## config.mk

```make
export PLATFORM = sky130hd
export DESIGN_NAME = sorted_hash_set
export DESIGN_NICKNAME = d
export VERILOG_FILES = /design/src/hw/rtl/shs_pkg.sv /design/src/hw/rtl/sorted_hash_set.sv /design/src/hw/rtl/shs_datapath.sv /design/src/hw/rtl/shs_ctrl.sv
export VERILOG_INCLUDE_DIRS = /design/src /design/src/hw/rtl
export SDC_FILE = /design/constraint.sdc
export NUM_CORES = 2
export LEC_CHECK = 0
export BUFFER_PORTS_ARGS = -buffer_cell sky130_fd_sc_hd__buf_2
export CORE_ASPECT_RATIO = 0.8
export CORE_MARGIN = 10
export CORE_UTILIZATION = 45
export DETAILED_ROUTE_END_ITERATION = 7
export GPL_ROUTABILITY_DRIVEN = 0
export PLACE_DENSITY = 0.64
export SETUP_SLACK_MARGIN = 0.2
export SLEW_MARGIN = 10
export SYNTH_ARGS = -nofsm -noshare
export SYNTH_HDL_FRONTEND = slang
export SYNTH_SLANG_ARGS = --single-unit
```

## constraint.sdc

```tcl
create_clock -name aclk -period 6.5 [get_ports aclk]
set_input_delay 0.975 -clock aclk [delete_from_list [all_inputs] [get_ports aclk]]
set_output_delay 0.975 -clock aclk [all_outputs]
set_load 0.05 [all_outputs]
```

## src/hw/rtl/sorted_hash_set_assert.svh

```systemverilog
// ----------------------------------------------------------------------------
// sorted_hash_set assertion macros
// concurrent checks clocked on aclk, disabled while aresetn is low
// ----------------------------------------------------------------------------
`ifndef SORTED_HASH_SET_ASSERT_SVH
`define SORTED_HASH_SET_ASSERT_SVH

`ifndef SYNTHESIS

// same-cycle implication
`define SHS_ASSERT_IMPLY(lbl, ante, cons, msg) \
    lbl: assert property (@(posedge aclk) disable iff (!aresetn) (ante) |-> (cons)) \
        else $error(msg);

// next-cycle implication
`define SHS_ASSERT_NEXT(lbl, ante, cons, msg) \
    lbl: assert property (@(posedge aclk) disable iff (!aresetn) (ante) |=> (cons)) \
        else $error(msg);

`else

`define SHS_ASSERT_IMPLY(lbl, ante, cons, msg)
`define SHS_ASSERT_NEXT(lbl, ante, cons, msg)

`endif

`endif

```

## src/hw/rtl/shs_pkg.sv

```systemverilog
// ----------------------------------------------------------------------------
// shs_pkg
// shared types and codes of the sorted key set
// ----------------------------------------------------------------------------
`timescale 1ns / 1ps

package shs_pkg;

    localparam int KEY_W    = 32;
    localparam int ACTION_W = 2;
    localparam int ECOUNT_W = 7;

    typedef logic [ACTION_W-1:0] action_t;

    localparam action_t ACT_INSERT = 2'd0;
    localparam action_t ACT_QUERY  = 2'd1;
    localparam action_t ACT_CLEAR  = 2'd2;

    typedef struct packed {
        logic load;
        logic rd_mid;
        logic cmp;
        logic shift_rd;
        logic shift_wr;
        logic write_key;
        logic refuse;
        logic emit;
    } shs_cmd_t;

    typedef struct packed {
        logic search_open;
        logic found;
        logic is_insert;
        logic full;
        logic shift_done;
    } shs_status_t;

endpackage

```

## src/hw/rtl/sorted_hash_set.sv

```systemverilog
// ----------------------------------------------------------------------------
// sorted_hash_set
// ordered set of 32-bit keys with binary search, insert, query and clear
//
// channel | direction | signals
// --------+-----------+-----------------------------------------------------
// s_      | in        | s_valid s_ready s_action s_key_hash
// m_      | out       | m_valid m_ready m_present m_inserted m_full_refused
//         |           | m_entry_count
//
// one item at a time; a probe of the search is a registered read of the
// key memory and a compare; a search makes about log2(count + 1) probes
// insert of a new key first moves the keys from its position up one slot,
// a read and a write per key; clear or an unused code skips the search
// reset zeroes count, control state and m_valid; no memory clearing pass
// a finished result waits in the output register; the next item is taken
// meanwhile, and only the handoff of its own result stalls on m_ready
// ----------------------------------------------------------------------------
`timescale 1ns / 1ps

`include "sorted_hash_set_assert.svh"

module sorted_hash_set
    import shs_pkg::*;
#(
    parameter int CAPACITY = 64
) (
    input  logic                aclk,
    input  logic                aresetn,
    input  logic                s_valid,
    output logic                s_ready,
    input  logic [ACTION_W-1:0] s_action,
    input  logic [KEY_W-1:0]    s_key_hash,
    output logic                m_valid,
    input  logic                m_ready,
    output logic                m_present,
    output logic                m_inserted,
    output logic                m_full_refused,
    output logic [ECOUNT_W-1:0] m_entry_count
);

    shs_cmd_t    cmd;
    shs_status_t status;

    shs_ctrl u_ctrl (
        .aclk     (aclk),
        .aresetn  (aresetn),
        .s_valid  (s_valid),
        .s_ready  (s_ready),
        .s_action (s_action),
        .m_valid  (m_valid),
        .m_ready  (m_ready),
        .status   (status),
        .cmd      (cmd)
    );

    shs_datapath #(
        .CAPACITY (CAPACITY)
    ) u_datapath (
        .aclk           (aclk),
        .aresetn        (aresetn),
        .cmd            (cmd),
        .s_action       (s_action),
        .s_key_hash     (s_key_hash),
        .status         (status),
        .m_present      (m_present),
        .m_inserted     (m_inserted),
        .m_full_refused (m_full_refused),
        .m_entry_count  (m_entry_count)
    );

    // outcome flags are mutually exclusive
    `SHS_ASSERT_IMPLY(a_ins_fresh, m_valid && m_inserted, !m_present, "inserted key was present")
    `SHS_ASSERT_IMPLY(a_ins_room, m_valid && m_inserted, !m_full_refused, "inserted and refused")

    // an accepted item leaves the idle state
    `SHS_ASSERT_NEXT(a_busy_after_accept, s_valid && s_ready, !s_ready, "ready held after accept")

    // an emitted item always shows up on the result channel
    `SHS_ASSERT_NEXT(a_emit_valid, cmd.emit, m_valid, "emitted item not valid")

    // the shift loop runs only when room remains
    `SHS_ASSERT_IMPLY(a_shift_room, cmd.write_key, !status.full, "write into full store")

endmodule

```

## src/hw/rtl/shs_datapath.sv

```systemverilog
// ----------------------------------------------------------------------------
// shs_datapath
// key store, search bounds, shift pointer, count and result registers
// ----------------------------------------------------------------------------
`timescale 1ns / 1ps

module shs_datapath
    import shs_pkg::*;
#(
    parameter int CAPACITY = 64
) (
    input  logic                aclk,
    input  logic                aresetn,
    input  shs_cmd_t            cmd,
    input  action_t             s_action,
    input  logic [KEY_W-1:0]    s_key_hash,
    output shs_status_t         status,
    output logic                m_present,
    output logic                m_inserted,
    output logic                m_full_refused,
    output logic [ECOUNT_W-1:0] m_entry_count
);

    localparam int ADDR_W = $clog2(CAPACITY);
    localparam int CNT_W  = $clog2(CAPACITY + 1);

    logic [KEY_W-1:0] mem [CAPACITY];

    logic [KEY_W-1:0] rdata_reg;
    logic [KEY_W-1:0] key_reg;
    action_t          act_reg;
    logic [CNT_W-1:0] count_reg, count_next;
    logic [CNT_W-1:0] lo_reg, lo_next;
    logic [CNT_W-1:0] hi_reg, hi_next;
    logic [CNT_W-1:0] mid_reg;
    logic [CNT_W-1:0] ptr_reg, ptr_next;
    logic             found_reg, found_next;
    logic             inserted_reg, inserted_next;
    logic             refused_reg, refused_next;

    logic             present_reg;
    logic             out_ins_reg;
    logic             out_ref_reg;
    logic [CNT_W-1:0] out_cnt_reg;

    logic [CNT_W-1:0]  mid;
    logic [CNT_W-1:0]  ptr_m1;
    logic [ADDR_W-1:0] rd_addr;
    logic              rd_en;
    logic [ADDR_W-1:0] wr_addr;
    logic [KEY_W-1:0]  wr_data;
    logic              wr_en;

    assign mid    = lo_reg + ((hi_reg - lo_reg) >> 1);
    assign ptr_m1 = ptr_reg - CNT_W'(1);

    always_comb begin
        rd_en   = cmd.rd_mid | cmd.shift_rd;
        rd_addr = cmd.rd_mid ? mid[ADDR_W-1:0] : ptr_m1[ADDR_W-1:0];
        wr_en   = cmd.shift_wr | cmd.write_key;
        wr_addr = cmd.shift_wr ? ptr_reg[ADDR_W-1:0] : lo_reg[ADDR_W-1:0];
        wr_data = cmd.shift_wr ? rdata_reg : key_reg;
    end

    always_ff @(posedge aclk) begin
        if (wr_en) begin
            mem[wr_addr] <= wr_data;
        end
        if (rd_en) begin
            rdata_reg <= mem[rd_addr];
        end
    end

    always_comb begin
        count_next    = count_reg;
        lo_next       = lo_reg;
        hi_next       = hi_reg;
        ptr_next      = ptr_reg;
        found_next    = found_reg;
        inserted_next = inserted_reg;
        refused_next  = refused_reg;
        if (cmd.load) begin
            lo_next       = '0;
            hi_next       = count_reg;
            ptr_next      = count_reg;
            found_next    = 1'b0;
            inserted_next = 1'b0;
            refused_next  = 1'b0;
            if (s_action == ACT_CLEAR) begin
                count_next = '0;
            end
        end
        if (cmd.cmp) begin
            if (rdata_reg < key_reg) begin
                lo_next = mid_reg + CNT_W'(1);
            end else begin
                hi_next = mid_reg;
            end
            if (rdata_reg == key_reg) begin
                found_next = 1'b1;
            end
        end
        if (cmd.shift_wr) begin
            ptr_next = ptr_m1;
        end
        if (cmd.write_key) begin
            count_next    = count_reg + CNT_W'(1);
            inserted_next = 1'b1;
        end
        if (cmd.refuse) begin
            refused_next = 1'b1;
        end
    end

    always_ff @(posedge aclk) begin
        if (!aresetn) begin
            count_reg <= '0;
        end else begin
            count_reg <= count_next;
        end
    end

    always_ff @(posedge aclk) begin
        lo_reg       <= lo_next;
        hi_reg       <= hi_next;
        ptr_reg      <= ptr_next;
        found_reg    <= found_next;
        inserted_reg <= inserted_next;
        refused_reg  <= refused_next;
        if (cmd.load) begin
            key_reg <= s_key_hash;
            act_reg <= s_action;
        end
        if (cmd.rd_mid) begin
            mid_reg <= mid;
        end
        if (cmd.emit) begin
            present_reg <= found_reg;
            out_ins_reg <= inserted_reg;
            out_ref_reg <= refused_reg;
            out_cnt_reg <= count_reg;
        end
    end

    always_comb begin
        status.search_open = (lo_reg < hi_reg);
        status.found       = found_reg;
        status.is_insert   = (act_reg == ACT_INSERT);
        status.full        = (count_reg == CNT_W'(CAPACITY));
        status.shift_done  = (ptr_reg == lo_reg);
    end

    assign m_present      = present_reg;
    assign m_inserted     = out_ins_reg;
    assign m_full_refused = out_ref_reg;
    assign m_entry_count  = ECOUNT_W'(out_cnt_reg);

endmodule

```

## src/hw/rtl/shs_ctrl.sv

```systemverilog
// ----------------------------------------------------------------------------
// shs_ctrl
// request sequencer: binary search probes, shift-up loop, result handoff
// ----------------------------------------------------------------------------
`timescale 1ns / 1ps

module shs_ctrl
    import shs_pkg::*;
(
    input  logic        aclk,
    input  logic        aresetn,
    input  logic        s_valid,
    output logic        s_ready,
    input  action_t     s_action,
    output logic        m_valid,
    input  logic        m_ready,
    input  shs_status_t status,
    output shs_cmd_t    cmd
);

    typedef enum logic [7:0] {
        ST_IDLE     = 8'b0000_0001,
        ST_PROBE    = 8'b0000_0010,
        ST_COMPARE  = 8'b0000_0100,
        ST_DECIDE   = 8'b0000_1000,
        ST_SHIFT_RD = 8'b0001_0000,
        ST_SHIFT_WR = 8'b0010_0000,
        ST_WRITE    = 8'b0100_0000,
        ST_DONE     = 8'b1000_0000
    } state_t;

    state_t state_reg, state_next;
    logic   m_valid_reg, m_valid_next;

    always_comb begin
        state_next   = state_reg;
        m_valid_next = m_valid_reg & ~m_ready;
        cmd          = '0;
        case (state_reg)
            ST_IDLE: begin
                if (s_valid) begin
                    cmd.load = 1'b1;
                    if (s_action == ACT_INSERT || s_action == ACT_QUERY) begin
                        state_next = ST_PROBE;
                    end else begin
                        state_next = ST_DONE;
                    end
                end
            end
            ST_PROBE: begin
                if (status.search_open) begin
                    cmd.rd_mid = 1'b1;
                    state_next = ST_COMPARE;
                end else begin
                    state_next = ST_DECIDE;
                end
            end
            ST_COMPARE: begin
                cmd.cmp    = 1'b1;
                state_next = ST_PROBE;
            end
            ST_DECIDE: begin
                if (!status.is_insert || status.found) begin
                    state_next = ST_DONE;
                end else if (status.full) begin
                    cmd.refuse = 1'b1;
                    state_next = ST_DONE;
                end else begin
                    state_next = ST_SHIFT_RD;
                end
            end
            ST_SHIFT_RD: begin
                if (status.shift_done) begin
                    state_next = ST_WRITE;
                end else begin
                    cmd.shift_rd = 1'b1;
                    state_next   = ST_SHIFT_WR;
                end
            end
            ST_SHIFT_WR: begin
                cmd.shift_wr = 1'b1;
                state_next   = ST_SHIFT_RD;
            end
            ST_WRITE: begin
                cmd.write_key = 1'b1;
                state_next    = ST_DONE;
            end
            ST_DONE: begin
                if (!m_valid_reg || m_ready) begin
                    cmd.emit     = 1'b1;
                    m_valid_next = 1'b1;
                    state_next   = ST_IDLE;
                end
            end
            default: begin
                state_next = ST_IDLE;
            end
        endcase
    end

    always_ff @(posedge aclk) begin
        if (!aresetn) begin
            state_reg   <= ST_IDLE;
            m_valid_reg <= 1'b0;
        end else begin
            state_reg   <= state_next;
            m_valid_reg <= m_valid_next;
        end
    end

    assign s_ready = (state_reg == ST_IDLE);
    assign m_valid = m_valid_reg;

endmodule
```

==> results by stage <==
Job:
- The max-cap check violation count is 0.

Floorplanning:
- The number of placement rows is 142.
- The die is 507.2 um wide.
- Measured along the y axis, the die boundary spans 409.7 um.
- The floorplan step defined a die boundary enclosing 0.2078 mm2.
- The floorplan step defined a core boundary enclosing 0.1880 mm2.
- The count of pins on the block boundary is 50.
- The initial utilization of the core area, before any placement, comes to 45.45%.

Final layout:
- The register with the most flip-flops in the layout has 2048 of them.
- The layout-stage area growth over the synthesis result is 12.79%.
- The count of nets after finishing is 5490.
- The share of cells above drive strength 1 is 11.80%.

Clock tree:
- The post-CTS setup buffer count is 0.
- The clock sink count is 2171.
- The depth of the CTS H-tree is 4.
- The clock latency of the later-clocked register in the worst-skew pair is 0.87 ns.
- The number of hold buffers added after cts is 0.
- The cell sitting at the root of the clock tree is a clkbuf_16.
- In this run, CTS created clock tree buffers numbering 199.
- The post-cts repair resize count is 0.
- The TritonCTS clock tree is yes.
- The number of buffers on the longest clock path is 3.
- The clock slew at the register clock pins of the worst setup and hold paths is 0.07 ns.

Yosys:
- After synthesis, the share of flip-flops with an asynchronous set or reset is 0%.
- The dominant combinational cell family by area after synthesis is multiplexers.
- The flip-flop cell with the highest count after synthesis is edfxtp_1.
- The most numerous cell in the Yosys netlist is edfxtp_1.
- The synthesized netlist devotes 0.8084% of its cell area to adder and majority cells.
- In the synthesized netlist, mux cells make up 9.288% of the area.
- Summing the areas of all compound-gate instances in the mapped netlist gives 5.511% of the synthesized area.
- The cell type with the largest total area after synthesis is edfxtp_1.
- The xor/xnor cell area share of the yosys netlist is 0.2870%.
- The count of mapped cells out of synthesis is 5231.
- For this run, the register share of the synthesized area comes to 75.92%.
- Yosys mapped a number of flops with a built-in enable equal to 2138.
- The number of nets produced by synthesis is 5323.
- After synthesis the netlist holds a flip-flop and latch count of 2171.
- The Yosys step of the flow raised 0 warnings.
- In this run the cell area of the synthesized design comes to 0.08544 mm2.
- The proportion of netlist area held by the largest area contributor is 75.15%.
- The simple-gate portion of the synthesized area is 6.029%.
- After synthesis, the cell types taking the most area are edfxtp_1 (75%), mux2i_1 (9.1%), nand2_1 (2.7%).
- After synthesis, the mean cell area works out to 16.33 um2.
- Counting distinct cell types in the post-synthesis netlist gives 62.
- Sorting the synthesized cells by how often they occur yields edfxtp_1 (2138), mux2i_1 (777), nand2_1 (610).

Global routing:
- Across every metal layer, demand over resource in global routing totals 22.05%.
- The first global-routing pass estimated 337.5 mm of wire.
- In this run the most used layer during global routing was met1.
- The largest net degree at the start of global routing is 101.
- The global routing usage on met3 is 5.144%.
- In the global route stage, met1 resource usage came out at 32.92%.
- In the global route stage, met2 resource usage came out at 31.77%.
- The number of global-route vias before repair is 46050.
- The total overflow left after global routing is 0.
- The initial antenna violation count came to 2.

Power and ir drop:
- The reported leakage power is 32.50 nW.
- The sequential share of power is 48.1%.
- The analysis attributes to net switching a power of 9.271 mW.
- Internal power comes to 23.92 mW.
- The portion of total power attributed to combinational logic is 18.2%.
- IR analysis of the VDD net gives a maximum drop of 265.4 uV.
- The relative contribution of the clock network to total power is 33.8%.
- The design draws 33.19 mW.
- The fraction of power spent switching nets is 27.93%.
- For this design the ratio of total power to cell area is 344.4 mW/mm2.

STA:
- In the post-route analysis, the smallest setup slack over all paths is 1.227 ns.
- For the pin with the worst max-slew slack, the measured transition is 1.245 ns.
- The worst path needs 5.273 ns of the cycle, external delays included.
- The period utilization is 81.12%.
- The final count of pins violating max slew is 0.
- The headroom to the max-slew limit is 17.00%.
- Timing would allow up to 189.7 MHz.
- Setup repair after global routing left no endpoint under its margin.
- The number of endpoints failing setup at the final stage is 0.
- The hold violation total from the final report was 0.
- The final sum of negative setup slack is 0 ns.
- The worst setup skew after layout is 0.03634 ns.

Run status:
- The run finished with clean final reports.

Worst setup path:
- By startpoint and endpoint, the worst setup path is classified as flop to flop.
- The largest individual stage delay along the critical path comes from the cell o311ai_4.
- Walking the worst path, the cells encountered are inv_1, ha_1, a21oi_1, a21oi_2, o311ai_4, mux2i_4, buf_12, buf_12, buf_4, mux2i_1, o22ai_1, o21ai_0, o2111a_1, nand4_1.
- The worst setup path is launched from a flop.
- The worst register-to-register path has a setup slack of 1.23 ns.
- The end of the worst register-to-register path is u_datapath.rdata_reg[13].
- Along the worst path, the maximum fanout reaches 28.
- The critical path's largest stage delay is 0.83 ns.
- The worst register-to-register path begins at u_datapath.lo_reg[2].
- Among cell families on the critical path, the largest total delay comes from compound AO/OA/AOI/OAI gates.
- The data required time at the worst endpoint is 7.11 ns.
- The most prevalent standard cell on the critical path is buf_12.
- Counting cells, the worst reg-to-reg path comes to 14.
- The number of buffers and inverters on the critical path is 4.
- The arrival time of data at the critical path endpoint is 5.88 ns.
- STA classifies the critical path endpoint as a flop.

Routing:
- The total number of vias is 48850.
- The total detailed-routing wirelength is 236.5 mm.
- After the first detailed-routing iteration, the DRC count stood at 7464.
- After detailed routing, the number of remaining DRC violations is 0.
- The remaining antenna violation count after routing is 0.
- The routed length per instance is 29.26 um.
- The average vias per placed instance is 6.044.
- For this run, the detailed router's first-pass iteration total came to 8.

Hold path:
- The path category of the worst min-delay check is primary input to flop.
- The destination of the worst hold path is u_datapath.key_reg[28].
- Along the worst hold path, the cell count comes to 1.
- The start point of the worst min-delay path is s_key_hash[28].

Place:
- The worst-case setup slack after placement is 1.374 ns.
- The count of buffers added on input and output ports is 49.
- The wire-length estimate of the detail-placed layout is 135.1 mm.
metrics by stage:
stage	utilization [%]	cell area (um2)	instances	hold slack [ns]
after floorplan	-	85440	5231	0.4081
after global placement	48.01	90250	7717	0.4170
after detailed placement	48.01	90250	7717	0.4192
after CTS	51.26	96360	8080	0.2385
after global routing	51.26	96360	8080	0.2577
final	51.27	96370	8082	0.2847
worst max path at each step:
stage / startpoint / end / slack [ns] / depth (start not counted)
finish: u_datapath.lo_reg[2] / u_datapath.rdata_reg[13] / 1.23 / 14
global route: u_datapath.lo_reg[0] / u_datapath.rdata_reg[4] / 1.03 / 14
CTS: u_datapath.lo_reg[2] / u_datapath.rdata_reg[13] / 1.39 / 14
detailed placement: u_datapath.lo_reg[2] / u_datapath.rdata_reg[13] / 1.37 / 14
global placement: u_datapath.lo_reg[2] / u_datapath.rdata_reg[13] / 1.41 / 14
floorplan: u_ctrl.state_reg[3] / u_datapath.mem[0][0] / 1.67 / 6
routing by layer:
metal / part of all wire [%] / wire length (um)
met2: 43 / 101900
met1: 43 / 100900
met4: 3.2 / 7684
met3: 11 / 25970
met5: 0.0038 / 9
placed cells by master, fill, tap and decap left out, types with 7 or more instances in the layout:
| cell type | Yosys | routed |
|---|---|---|
| clkinv_2 | 0 | 26 |
| mux2i_1 | 777 | 775 |
| a21oi_1 | 21 | 18 |
| buf_4 | 60 | 184 |
| nor2_4 | 0 | 65 |
| ha_1 | 52 | 52 |
| o31ai_1 | 8 | 8 |
| nand3_1 | 207 | 207 |
| nor2_1 | 122 | 57 |
| o2111a_1 | 32 | 32 |
| inv_1 | 56 | 55 |
| a32oi_1 | 64 | 64 |
| clkinv_1 | 0 | 53 |
| nor3_1 | 11 | 11 |
| buf_12 | 0 | 31 |
| dfxtp_1 | 33 | 33 |
| mux2_2 | 14 | 13 |
| o22ai_1 | 257 | 257 |
| nor2b_1 | 9 | 7 |
| a222oi_1 | 64 | 64 |
| edfxtp_1 | 2138 | 2138 |
| and3_1 | 38 | 38 |
| xor2_1 | 11 | 11 |
| a31oi_1 | 36 | 34 |
| buf_2 | 93 | 49 |
| a21o_1 | 19 | 19 |
| bufinv_16 | 0 | 10 |
| clkbuf_1 | 97 | 57 |
| nand3b_1 | 9 | 9 |
| clkbuf_16 | 0 | 201 |
| nand4_1 | 106 | 106 |
| xnor2_1 | 17 | 17 |
| o21ai_4 | 0 | 38 |
| nand2_1 | 610 | 609 |
| o21ai_0 | 156 | 118 |
power groups by stage:
stage          logic, mW  registers, mW  clock network [mW]
2_1_floorplan       3.73           16.3                   0
3_3_place_gp        5.85           16.2                   0
3_5_place_dp        5.95           16.2                   0
4_1_cts             5.96           15.9                11.3
5_1_grt             6.35           15.9                11.9
6_report            6.04           16.0                11.2
cells by family (layout without fill, tap and decap cells):
logic type	count (synthesis)	count (layout)
mux	791	791
compound gates	683	683
other cells	0	2
simple gates	1150	1150
xor+xnor	28	28
fa+ha+maj	54	54
buf+inv	354	683
flops	2171	2171
final cells by class:
class	instances	area, um2
Fill cell	15350	91610
Sequential cell	2171	64860
Multi-Input combinational cell	2706	19780
Clock buffer	258	5244
Tap cell	2520	3153
Timing Repair Buffer	264	2247
Clock inverter	105	869.6
Inverter	56	210.2
Antenna cell	2	5.005
No activity file was read; power rests on OpenSTA's default activity.
